**config.mk**
```make
export PLATFORM = sky130hd
export DESIGN_NAME = printable_text_run_finder
export DESIGN_NICKNAME = d
export VERILOG_FILES = /design/src/design/ptrf_pkg.sv /design/src/design/ptrf_front.sv /design/src/design/ptrf_queue.sv /design/src/design/ptrf_back.sv /design/src/design/printable_text_run_finder.sv
export SDC_FILE = /design/constraint.sdc
export NUM_CORES = 1
export LEC_CHECK = 0
export BUFFER_PORTS_ARGS = -buffer_cell sky130_fd_sc_hd__buf_2
export CORE_AREA = 2 2 251 278
export CTS_CLUSTER_SIZE = 20
export DETAILED_ROUTE_END_ITERATION = 10
export DIE_AREA = 0 0 253 280
export PLACE_DENSITY_LB_ADDON = 0.3
export SLEW_MARGIN = 5
export SYNTH_ARGS = -nofsm -noshare
export SYNTH_HDL_FRONTEND = slang
export SYNTH_SLANG_ARGS = --single-unit
```
**constraint.sdc**
```tcl
create_clock -name clk -period 9.9 [get_ports clk]
set_input_delay 2.97 -clock clk [delete_from_list [all_inputs] [get_ports clk]]
set_output_delay 2.97 -clock clk [all_outputs]
set_load 0.01 [all_outputs]
```
**src/design/ptrf_pkg.sv**
```systemverilog
// Shared types, constants and helpers of the printable text run finder.
package ptrf_pkg;

  localparam int unsigned LEN_W   = 13;  // reported run length and minimum
  localparam int unsigned ADDR_W  = 64;
  localparam int unsigned OFS_W   = 20;  // holds any start offset in range
  localparam int unsigned CFG_IDX_W = 2;

  localparam logic [7:0] PRINT_LO = 8'h20;
  localparam logic [7:0] PRINT_HI = 8'h7E;

  // Configuration register indexes
  localparam logic [CFG_IDX_W-1:0] REG_MIN_LEN = 2'd0;
  localparam logic [CFG_IDX_W-1:0] REG_BASE    = 2'd1;

  localparam logic [LEN_W-1:0] MIN_LEN_RST = 13'd4;

  // Run encodings
  localparam logic ENC_ASCII = 1'b0;
  localparam logic ENC_UTF16 = 1'b1;

  typedef struct packed {
    logic             valid;
    logic [OFS_W-1:0] start;
    logic [LEN_W-1:0] len;
  } run_rec_t;

  // Everything one byte produced; the ASCII run goes out first.
  typedef struct packed {
    run_rec_t ascii;
    run_rec_t wide;
  } run_pair_t;

  typedef struct packed {
    logic full;
    logic empty;
  } q_stat_t;

  function automatic logic is_printable(input logic [7:0] b);
    return b inside {[PRINT_LO:PRINT_HI]};
  endfunction

endpackage

```
**src/design/ptrf_front.sv**
```systemverilog
// Front end: tracks the ASCII and UTF-16LE runs and records finished runs.
module ptrf_front #(
  parameter int unsigned MAX_BYTES = 4096
) (
  input  logic                      clk,
  input  logic                      rst_n,
  input  logic                      in_valid,
  output logic                      in_stall,
  input  logic [7:0]                in_data_byte,
  input  logic                      in_final_byte,
  input  logic [ptrf_pkg::LEN_W-1:0] min_len,
  input  ptrf_pkg::q_stat_t         q_stat,
  output logic                      push,
  output ptrf_pkg::run_pair_t       entry
);
  import ptrf_pkg::*;

  localparam int unsigned CW   = $clog2(MAX_BYTES + 1);
  localparam int unsigned SW   = $clog2(MAX_BYTES);
  localparam int unsigned CMPW = (CW > LEN_W) ? CW : LEN_W;

  logic [CW-1:0] ofs_r, ofs_nxt;
  logic [7:0]    prev_r, prev_nxt;
  logic          n_act_r, n_act_nxt;
  logic [SW-1:0] n_start_r, n_start_nxt;
  logic [CW-1:0] n_cnt_r, n_cnt_nxt;
  logic          w_act_r, w_act_nxt;
  logic          w_phase_r, w_phase_nxt;
  logic [SW-1:0] w_start_r, w_start_nxt;
  logic [CW-1:0] w_cnt_r, w_cnt_nxt;

  logic            accept, cur_pr, pair_ok, n_close, w_close;
  logic [CW-1:0]   pos_m1;
  logic [CMPW-1:0] least;
  // updated tracker values before the final-byte clear
  logic            n_act_u, w_act_u, w_phase_u;
  logic [SW-1:0]   n_start_u, w_start_u;
  logic [CW-1:0]   n_cnt_u, w_cnt_u;

  function automatic logic [CW-1:0] sat_inc(input logic [CW-1:0] v);
    return (v < CW'(MAX_BYTES)) ? v + CW'(1) : CW'(MAX_BYTES);
  endfunction

  function automatic logic [SW-1:0] cap_start(input logic [CW-1:0] p);
    return (p < CW'(MAX_BYTES - 1)) ? SW'(p) : SW'(MAX_BYTES - 1);
  endfunction

  assign in_stall = q_stat.full;
  assign accept   = in_valid && !q_stat.full;
  assign cur_pr   = is_printable(in_data_byte);
  assign pair_ok  = is_printable(prev_r) && (in_data_byte == 8'h00);
  assign pos_m1   = (ofs_r != '0) ? ofs_r - CW'(1) : '0;
  assign least    = (min_len == '0) ? CMPW'(1) : CMPW'(min_len);

  always_comb begin
    // ASCII tracker
    n_act_u   = n_act_r;
    n_start_u = n_start_r;
    n_cnt_u   = n_cnt_r;
    n_close   = 1'b0;
    if (cur_pr) begin
      if (n_act_r) begin
        n_cnt_u = sat_inc(n_cnt_r);
      end else begin
        n_act_u   = 1'b1;
        n_start_u = cap_start(ofs_r);
        n_cnt_u   = CW'(1);
      end
    end else if (n_act_r) begin
      n_close = 1'b1;
      n_act_u = 1'b0;
    end
    if (in_final_byte && n_act_u) begin
      n_close = 1'b1;
      n_act_u = 1'b0;
    end

    // UTF-16LE tracker: pair scan, every offset while idle
    w_act_u   = w_act_r;
    w_phase_u = w_phase_r;
    w_start_u = w_start_r;
    w_cnt_u   = w_cnt_r;
    w_close   = 1'b0;
    if (w_act_r) begin
      if (!w_phase_r) begin
        w_phase_u = 1'b1;
      end else if (pair_ok) begin
        w_cnt_u   = sat_inc(w_cnt_r);
        w_phase_u = 1'b0;
      end else begin
        w_close   = 1'b1;
        w_act_u   = 1'b0;
        w_phase_u = 1'b0;
      end
    end else if (pair_ok) begin
      w_act_u   = 1'b1;
      w_start_u = cap_start(pos_m1);
      w_cnt_u   = CW'(1);
      w_phase_u = 1'b0;
    end
    if (in_final_byte && w_act_u) begin
      w_close   = 1'b1;
      w_act_u   = 1'b0;
      w_phase_u = 1'b0;
    end

    entry.ascii.valid = n_close && (CMPW'(n_cnt_u) >= least);
    entry.ascii.start = OFS_W'(n_start_u);
    entry.ascii.len   = LEN_W'(n_cnt_u);
    entry.wide.valid  = w_close && (CMPW'(w_cnt_u) >= least);
    entry.wide.start  = OFS_W'(w_start_u);
    entry.wide.len    = LEN_W'(w_cnt_u);

    if (in_final_byte) begin
      ofs_nxt     = '0;
      prev_nxt    = '0;
      n_act_nxt   = 1'b0;
      n_start_nxt = '0;
      n_cnt_nxt   = '0;
      w_act_nxt   = 1'b0;
      w_phase_nxt = 1'b0;
      w_start_nxt = '0;
      w_cnt_nxt   = '0;
    end else begin
      ofs_nxt     = sat_inc(ofs_r);
      prev_nxt    = in_data_byte;
      n_act_nxt   = n_act_u;
      n_start_nxt = n_start_u;
      n_cnt_nxt   = n_cnt_u;
      w_act_nxt   = w_act_u;
      w_phase_nxt = w_phase_u;
      w_start_nxt = w_start_u;
      w_cnt_nxt   = w_cnt_u;
    end
  end

  assign push = accept && (entry.ascii.valid || entry.wide.valid);

  always_ff @(posedge clk) begin
    if (!rst_n) begin
      ofs_r     <= '0;
      prev_r    <= '0;
      n_act_r   <= 1'b0;
      n_start_r <= '0;
      n_cnt_r   <= '0;
      w_act_r   <= 1'b0;
      w_phase_r <= 1'b0;
      w_start_r <= '0;
      w_cnt_r   <= '0;
    end else if (accept) begin
      ofs_r     <= ofs_nxt;
      prev_r    <= prev_nxt;
      n_act_r   <= n_act_nxt;
      n_start_r <= n_start_nxt;
      n_cnt_r   <= n_cnt_nxt;
      w_act_r   <= w_act_nxt;
      w_phase_r <= w_phase_nxt;
      w_start_r <= w_start_nxt;
      w_cnt_r   <= w_cnt_nxt;
    end
  end

endmodule

```
**src/design/ptrf_queue.sv**
```systemverilog
// Small register FIFO of finished-run records between front and back.
module ptrf_queue #(
  parameter int unsigned DEPTH = 4
) (
  input  logic                clk,
  input  logic                rst_n,
  input  logic                push,
  input  ptrf_pkg::run_pair_t push_data,
  input  logic                pop,
  output ptrf_pkg::run_pair_t head,
  output ptrf_pkg::q_stat_t   stat
);
  import ptrf_pkg::*;

  localparam int unsigned PW = (DEPTH > 1) ? $clog2(DEPTH) : 1;
  localparam int unsigned NW = $clog2(DEPTH + 1);

  run_pair_t     mem_r [DEPTH];
  logic [PW-1:0] wr_r, wr_nxt, rd_r, rd_nxt;
  logic [NW-1:0] cnt_r, cnt_nxt;
  logic          do_push, do_pop;

  assign stat.full  = (cnt_r == NW'(DEPTH));
  assign stat.empty = (cnt_r == '0);
  assign do_push    = push && !stat.full;
  assign do_pop     = pop && !stat.empty;
  assign head       = mem_r[rd_r];

  always_comb begin
    wr_nxt  = wr_r;
    rd_nxt  = rd_r;
    cnt_nxt = cnt_r;
    if (do_push) begin
      wr_nxt = (wr_r == PW'(DEPTH - 1)) ? '0 : wr_r + PW'(1);
    end
    if (do_pop) begin
      rd_nxt = (rd_r == PW'(DEPTH - 1)) ? '0 : rd_r + PW'(1);
    end
    if (do_push && !do_pop) begin
      cnt_nxt = cnt_r + NW'(1);
    end else if (do_pop && !do_push) begin
      cnt_nxt = cnt_r - NW'(1);
    end
  end

  always_ff @(posedge clk) begin
    if (!rst_n) begin
      wr_r  <= '0;
      rd_r  <= '0;
      cnt_r <= '0;
    end else begin
      wr_r  <= wr_nxt;
      rd_r  <= rd_nxt;
      cnt_r <= cnt_nxt;
    end
  end

  always_ff @(posedge clk) begin
    if (do_push) begin
      mem_r[wr_r] <= push_data;
    end
  end

endmodule

```
**src/design/ptrf_back.sv**
```systemverilog
// Back end: splits queued records into run transactions and holds the output.
module ptrf_back (
  input  logic                        clk,
  input  logic                        rst_n,
  input  ptrf_pkg::run_pair_t         head,
  input  ptrf_pkg::q_stat_t           q_stat,
  output logic                        pop,
  input  logic [ptrf_pkg::ADDR_W-1:0] base_addr,
  output logic                        out_valid,
  input  logic                        out_stall,
  output logic                        out_run_encoding,
  output logic [ptrf_pkg::ADDR_W-1:0] out_run_address,
  output logic [ptrf_pkg::LEN_W-1:0]  out_run_length,
  output logic                        out_last_of_item
);
  import ptrf_pkg::*;

  logic              valid_r, valid_nxt;
  logic              phase_r, phase_nxt;   // ASCII half of head already sent
  logic              enc_r, last_r;
  logic [ADDR_W-1:0] addr_r;
  logic [LEN_W-1:0]  len_r;
  logic              slot_free, load, sel_wide, last;
  run_rec_t          rec;

  assign slot_free = !valid_r || !out_stall;
  assign load      = slot_free && !q_stat.empty;
  assign sel_wide  = !head.ascii.valid || phase_r;
  assign rec       = sel_wide ? head.wide : head.ascii;
  assign last      = sel_wide || !head.wide.valid;
  assign pop       = load && last;

  always_comb begin
    valid_nxt = valid_r;
    phase_nxt = phase_r;
    if (load) begin
      valid_nxt = 1'b1;
      phase_nxt = !last;
    end else if (slot_free) begin
      valid_nxt = 1'b0;
    end
  end

  always_ff @(posedge clk) begin
    if (!rst_n) begin
      valid_r <= 1'b0;
      phase_r <= 1'b0;
    end else begin
      valid_r <= valid_nxt;
      phase_r <= phase_nxt;
    end
  end

  always_ff @(posedge clk) begin
    if (load) begin
      enc_r  <= sel_wide ? ENC_UTF16 : ENC_ASCII;
      addr_r <= base_addr + ADDR_W'(rec.start);
      len_r  <= rec.len;
      last_r <= last;
    end
  end

  assign out_valid        = valid_r;
  assign out_run_encoding = enc_r;
  assign out_run_address  = addr_r;
  assign out_run_length   = len_r;
  assign out_last_of_item = last_r;

endmodule

```
**src/design/printable_text_run_finder.sv**
```systemverilog
// Top level of the printable text run finder: config registers and wiring.
//
// Usage:
//   Input channel (in_valid / in_stall): one snapshot byte per transaction,
//   in_final_byte set on the last byte. A byte is taken every cycle unless
//   the run queue is full; a full queue stalls every byte, run or not.
//   Output channel (out_valid / out_stall): one reported run per
//   transaction: encoding, start address, length in characters, and
//   out_last_of_item on the last run caused by one input byte. A byte can
//   end an ASCII and a UTF-16LE run at once; the ASCII run comes first.
//   A run goes through the run queue and the output register to out_valid.
//   Throughput: one byte per cycle in while the queue has room, one run per
//   cycle out while out_stall is low; the output register and the run
//   queue (QUEUE_DEPTH records) decouple the sides, so a stalled receiver
//   only backs up the input once the queue fills.
//   Config (cfg_we / cfg_index / cfg_wdata): min_run_length and
//   base_address, written while the block is idle; other indexes ignored.
//   Reset (rst_n, synchronous): clears trackers, queue and output; the
//   minimum returns to 4 and the base address to 0. The final byte of a
//   snapshot clears the trackers but leaves configuration alone.
module printable_text_run_finder #(
  parameter int unsigned MAX_BYTES   = 4096,
  parameter int unsigned QUEUE_DEPTH = 4
) (
  input  logic                            clk,
  input  logic                            rst_n,
  input  logic                            in_valid,
  output logic                            in_stall,
  input  logic [7:0]                      in_data_byte,
  input  logic                            in_final_byte,
  output logic                            out_valid,
  input  logic                            out_stall,
  output logic                            out_run_encoding,
  output logic [ptrf_pkg::ADDR_W-1:0]     out_run_address,
  output logic [ptrf_pkg::LEN_W-1:0]      out_run_length,
  output logic                            out_last_of_item,
  input  logic                            cfg_we,
  input  logic [ptrf_pkg::CFG_IDX_W-1:0]  cfg_index,
  input  logic [ptrf_pkg::ADDR_W-1:0]     cfg_wdata
);
  import ptrf_pkg::*;

  logic [LEN_W-1:0]  min_len_r;
  logic [ADDR_W-1:0] base_r;

  run_pair_t entry, head;
  q_stat_t   q_stat;
  logic      push, pop;

  // Config writes; unknown indexes drop silently
  always_ff @(posedge clk) begin
    if (!rst_n) begin
      min_len_r <= MIN_LEN_RST;
      base_r    <= '0;
    end else if (cfg_we) begin
      case (cfg_index)
        REG_MIN_LEN: min_len_r <= cfg_wdata[LEN_W-1:0];
        REG_BASE:    base_r    <= cfg_wdata;
        default: ;
      endcase
    end
  end

  // Front: both trackers advance once per accepted byte
  ptrf_front #(
    .MAX_BYTES (MAX_BYTES)
  ) u_front (
    .clk           (clk),
    .rst_n         (rst_n),
    .in_valid      (in_valid),
    .in_stall      (in_stall),
    .in_data_byte  (in_data_byte),
    .in_final_byte (in_final_byte),
    .min_len       (min_len_r),
    .q_stat        (q_stat),
    .push          (push),
    .entry         (entry)
  );

  // Records of finished runs, one per byte that ended at least one run of reportable length
  ptrf_queue #(
    .DEPTH (QUEUE_DEPTH)
  ) u_queue (
    .clk       (clk),
    .rst_n     (rst_n),
    .push      (push),
    .push_data (entry),
    .pop       (pop),
    .head      (head),
    .stat      (q_stat)
  );

  // Back: one run per cycle into the output register while out_stall allows, address added here
  ptrf_back u_back (
    .clk              (clk),
    .rst_n            (rst_n),
    .head             (head),
    .q_stat           (q_stat),
    .pop              (pop),
    .base_addr        (base_r),
    .out_valid        (out_valid),
    .out_stall        (out_stall),
    .out_run_encoding (out_run_encoding),
    .out_run_address  (out_run_address),
    .out_run_length   (out_run_length),
    .out_last_of_item (out_last_of_item)
  );

endmodule

```
# Yosys cells after proc, flatten, opt, wreduce, memory -nomap -nowiden
# Memories as Yosys holds them, arrays and structs flattened. A register that Yosys moved wholly into a read port is not among the register bits.
# Cells that the tools add are included.
[op_classes] n_reduce_logical=39 magnitude_cmp=11 n_mux=55 add_sub_neg=9 n_eq_ne=4
[op_table] operator="13-bit two-way mux" count=14
[op_table] operator="12-bit two-way mux" count=8
[op_table] operator="64-bit by 20-bit adder with 64-bit output" count=1
[op_table] operator="13-bit by 1-bit adder with 13-bit output (second input constant)" count=3
[op_table] operator="13-bit less-than comparator (second input constant)" count=3
[op_table] operator="33-bit two-way mux" count=1
[op_table] operator="13-bit greater-or-equal comparator" count=2
[op_table] operator="13-bit by 12-bit less-than comparator with 1-bit output (second input constant)" count=2
[op_table] operator="1-bit two-way mux" count=25
[op_table] operator="8-bit by 6-bit greater-or-equal comparator with 1-bit output (second input constant)" count=2
[op_table] operator="8-bit by 7-bit less-or-equal comparator with 1-bit output (second input constant)" count=2
[op_table] operator="1-bit logical AND" count=15
[op_table] operator="13-bit logical NOT" count=1
[op_table] operator="13-bit nonzero test" count=1
[op_table] operator="13-bit by 1-bit subtractor with 13-bit output (second input constant)" count=1
[op_table] operator="1-bit logical NOT" count=9
[op_table] operator="8-bit logical NOT" count=1
[op_table] operator="2-bit two-way mux" count=4
[op_table] operator="8-bit two-way mux" count=1
[op_table] operator="3-bit two-way mux" count=2
[op_table] operator="2-bit AND reduction" count=3
[op_table] operator="2-bit by 1-bit adder with 2-bit output (second input constant)" count=2
[op_table] operator="2-bit equality test (second input constant)" count=2
[op_table] operator="1-bit logical OR" count=4
[op_table] operator="other kinds (8)" count=9
[totals] ram_bits=208 input_bits=80 ff_bits=239 output_inout_bits=81 n_memories=1
[mem_list] name="u_queue.mem_r" words=4 width=52 rd=1 rd_ports_with_merged_regs=1 wr=1 line="ptrf_queue.sv:18" source="run_pair_t mem_r [DEPTH];"

# Longest topological paths before layout
[depth] word_depth=16 ltp_mapped=22 depth_no_buf=21

# Hierarchy
# A second synthesis with hierarchy kept.
[hier_totals] cells_unflattened=1963 area_unflattened_um2=24199.5
[modules_own_cells] module="ptrf_queue" cells_each=407 area_each_um2=10309.9 n_inst=1 seq_area_each_um2=8348.0
[modules_own_cells] module="ptrf_front" cells_each=693 area_each_um2=5462.7 n_inst=1 seq_area_each_um2=1481.4
[modules_own_cells] module="ptrf_back" cells_each=541 area_each_um2=5338.9 n_inst=1 seq_area_each_um2=2412.3
[modules_own_cells] module="printable_text_run_finder" cells_each=322 area_each_um2=3088.0 n_inst=1 seq_area_each_um2=1541.5

# Worst setup path before layout
# OpenSTA, ideal clock, no wires.
[synth_timing] path_type="input to register" start="in out_stall" end="reg u_queue.cnt_r[2]" path_buffers=0 setup_time_ns=0.076 required_time_ns=9.824 arrival_ns=8.774 path_stages=8 setup_slack_ns=1.050 cell_sequence="a21oi_1 > nand2_1 > ha_1 > inv_1 > fa_1 > xor2_1 > or3_1 > a21boi_0"
[synth_between] elab_chain_cells=8
[synth_rtl] element="start: declaration" line="printable_text_run_finder.sv:32" source="input logic out_stall,"
[synth_rtl] element="1-bit logical NOT (*)" line="ptrf_back.sv:26" source="assign slot_free = !valid_r || !out_stall;"
[synth_rtl] element="1-bit logical OR (*)" line="ptrf_back.sv:26"
[synth_rtl] element="1-bit logical AND (*)" line="ptrf_back.sv:27" source="assign load = slot_free && !q_stat.empty;"
[synth_rtl] element="1-bit logical AND (*)" line="ptrf_back.sv:31" source="assign pop = load && last;"
[synth_rtl] element="1-bit logical AND (*)" line="ptrf_queue.sv:26" source="assign do_pop = pop && !stat.empty;"
[synth_rtl] element="1-bit logical NOT" line="ptrf_queue.sv:39" source="if (do_push && !do_pop) begin"
[synth_rtl] element="1-bit logical AND" line="ptrf_queue.sv:39"
[synth_rtl] element="3-bit two-way mux / 2-bit nonzero test (equally long branches)"
[synth_rtl] element="end signal: assignment" line="ptrf_queue.sv:54" source="cnt_r <= cnt_nxt;"
[synth_rtl] element="end: declaration" line="ptrf_queue.sv:20" source="logic [NW-1:0] cnt_r, cnt_nxt;"
# Mark *: on every way between the ends. The rest lies on a longest branch, timed or not.
# A chain may end at the register's enable or synchronous reset.

==> results.md <==
* Area delta synth->final at 16.7%
* Resize count post-CTS at 0
* Initial core utilization at 0.297
* Final ANT Viol Nets at 0
* FF+latch count, synth at 449
* Worst-skew pair later-pin latency at 0.60 ns
* Number of global-route vias before repair at 13500
* Area occupied by multi-input gates at 7940 um^2
* Post-CTS Setup Bufs at 0
* HPWL after DPL at 36.1 mm
* Normalized max-slew margin at 0.139
* CP Launch Point: in_data_byte[2]
* DRT Wirelength at 52.2 mm
* Post-synth top cells: edfxtp_1, nand2_1, dfxtp_1
* CTS max path bufs at 3
* Cell Area, Synth at 20300 um^2
* Synth top area share at 0.425
* Hold WC Path Type: flip-flop to flip-flop
* Crit path capture: u_queue.cnt_r[2]$_SDFFE_PN0P_
* Yosys warnings at 0
* WS Path Type: primary input to flip-flop
* Post-route setup slack at 1.91 ns
* CTS tree: done
* Period utilization at 0.807
* Sequential cell area fraction in the yosys report at 0.585
* Status: finished, final reports clean
* Synth Area per Inst at 11.9 um^2
* DIE WIDTH at 253 um
* Number of flops mapped to enable cells by yosys at 287
* Tmin final at 7.99 ns
* Synthesized Nets at 1827
* Pwr Total at 0.00503 W
* CTS Buf Count at 50
* Max-Cap Viols at 0
* Port bufs at 160
* Drt drc at 0
* Routed len/inst at 18.9 um
* Critical Path Fanout Max at 8
* Filler Cell Count at 6724
* Worst-Margin Slew at 1.28 ns
* # IOs at 161
* Clock skew after layout at 0.0333 ns
* Grt total ovfl at 0
* Async set-reset flop share out of synthesis at 0
* Pwr dens at 213 nW/um^2
* Crit path capture type: flip-flop
* CTS H-Tree Depth at 2
* CTS clk-pin slew, worst paths at 0.06 ns
* Num rows at 101
* Num Clock Sinks at 449
* RSZ-0062 raised after global routing: false
* Synth area leader: edfxtp_1
* Synth Instances at 1696
* R2R depth at 19
* LEAKAGE at 8.28 nW
* Initial antenna violation count at 2
* Finished Layout Cells at 2763
* First-pass GRT wire length at 79.8 mm
* Pin count of the biggest net entering global routing at 91
* Pre-CTS setup slack at 1.33 ns
* Routability Congestion at 0.860
* Synth top area cells: edfxtp_1, dfxtp_1, mux4_2
* Post-route setup TNS at 0 ns
* Drt initial violations at 970
* Slew Viols, Final at 0
* Final setup vio count at 0
* Req. time, crit path at 10.42 ns
* Layout cell share with drive strength beyond 1 at 0.196
* Placed cell count at 2668
* Via density per instance at 4.96
* Post-CTS Hold Buffers at 0
* Fin. Hold Viols at 0
* Worst IR Drop VDD at 0.130 mV
* Total global-route track usage at 0.145
* Reg2Reg Setup Slack at 4.12 ns
* Worst R2R End: u_queue.cnt_r[2]$_SDFFE_PN0P_
* Yosys cell types at 71
* Die area at 70800 um^2
* Via count at 13700
* Clk root buf: clkbuf_16
* Die height at 280 um
* Storage element area at 11900 um^2
* Most frequent cell after synthesis: edfxtp_1
* DRT Pass-1 Iters at 5
* Core footprint at 68200 um^2
* Max Clk Rate at 125 MHz
* Layout Nets at 1976
* R2R Path Start: u_front.w_cnt_r[0]$_SDFFE_PN0P_
* WP data arrival at 8.51 ns
* Startpoint Class: primary input
* Dominant synthesized flop cell: edfxtp_1
cells in the final DEF, fill, tap and decap left out, types with 49 or more instances in the layout:
cell / instances
edfxtp_1: 287
nand2_1: 250
dfxtp_1: 161
buf_2: 159
a21boi_0: 98
nor2_1: 87
o21ai_0: 62
xnor2_1: 53
mux4_2: 52
clkbuf_16: 50
nand3_1: 49
a21oi_1: 49
ha_1: 49
worst min path at each step:
stage	cells past startpoint	start	slack (ns)	endpoint
6_report	2	u_front.w_start_r[8]$_SDFFE_PN0P_	0.47	u_front.w_start_r[8]$_SDFFE_PN0P_
2_1_floorplan	2	u_front.prev_r[2]$_SDFFE_PN0P_	0.44	u_front.prev_r[2]$_SDFFE_PN0P_
4_1_cts	2	u_front.w_start_r[8]$_SDFFE_PN0P_	0.47	u_front.w_start_r[8]$_SDFFE_PN0P_
5_1_grt	2	u_front.w_start_r[8]$_SDFFE_PN0P_	0.49	u_front.w_start_r[8]$_SDFFE_PN0P_
3_5_place_dp	2	u_front.w_start_r[8]$_SDFFE_PN0P_	0.46	u_front.w_start_r[8]$_SDFFE_PN0P_
3_3_place_gp	2	u_front.n_start_r[3]$_SDFFE_PN0P_	0.45	u_front.n_start_r[3]$_SDFFE_PN0P_
registers in the layout, summed over array words and instances, names as in the netlist, 3 cells and up, named ones only:
| register | cells |
|---|---|
| u_back.out_run_length | 13 |
| u_front.w_start_r | 12 |
| u_queue.cnt_r | 3 |
| min_len_r | 13 |
| u_front.ofs_r | 13 |
| u_front.w_cnt_r | 13 |
| u_back.out_run_address | 64 |
| base_r | 64 |
| u_front.n_cnt_r | 13 |
| u_queue.mem_r | 208 |
| u_front.n_start_r | 12 |
| u_front.prev_r | 8 |
where the power goes:
group | total (W) | leakage, nW | switching [W] | internal (W)
sequential | 0.00230 | 4.05 | 0.0000798 | 0.00222
clock | 0.00179 | 0.750 | 0.000767 | 0.00103
combinational | 0.000937 | 3.48 | 0.000564 | 0.000374
total | 0.00503 | 8.28 | 0.00141 | 0.00362
logic make-up after synthesis:
logic type	share of synthesized area
AOI/OAI and AO/OA	0.107
xor gates and xnor gates	0.0341
adders and majority gates	0.0322
buffers and inverters	0.0249
DFF	0.585
muxes	0.0788
and+or+nand+nor	0.138
per-layer routing:
| metal | global-route usage | vias to the layer above | routed length, um |
|---|---|---|---|
| met3 | 0.0285 | 82 | 2990 |
| met5 | 0 | - | 30 |
| met1 | 0.198 | 6710 | 24100 |
| li1 | - | 6550 | - |
| met4 | 0.0443 | 4 | 1350 |
| met2 | 0.234 | 367 | 23700 |
area by class of cell:
| class | count | share of cell area |
|---|---|---|
| well taps | 875 | 0.0463 |
| clock inverters | 24 | 0.00915 |
| inverters | 38 | 0.00603 |
| repair buffers | 187 | 0.0431 |
| clock buffers | 69 | 0.0580 |
| flip-flops and latches | 449 | 0.502 |
| multi-input cells | 1119 | 0.336 |
| diodes | 2 | 0.000212 |
through the flow:
step                      cell area, um^2  hold WS [ns]  utilization
after floorplan                     20300         0.441            -
after global placement              22100         0.452        0.323
after detailed placement            22100         0.459        0.323
after CTS                           23700         0.467        0.347
after global routing                23700         0.490        0.347
final                               23700         0.467        0.347
critical path, stage by stage:
cell and delay, ns:
buf_2 0.12, or4_4 0.58, nor3_4 0.42, and3_1 0.27, nand4_1 0.14, o21ai_0 0.68
ha_1 0.22, nand2_1 0.07, or4_1 0.53, a31oi_1 0.16, a2111oi_0 0.09, a211oi_1 0.52
o21a_1 0.40, ha_1 0.26, inv_1 0.07, fa_1 0.37, xor2_1 0.18, or3_1 0.31
a21boi_0 0.15
(Power assumes the default switching activity.)
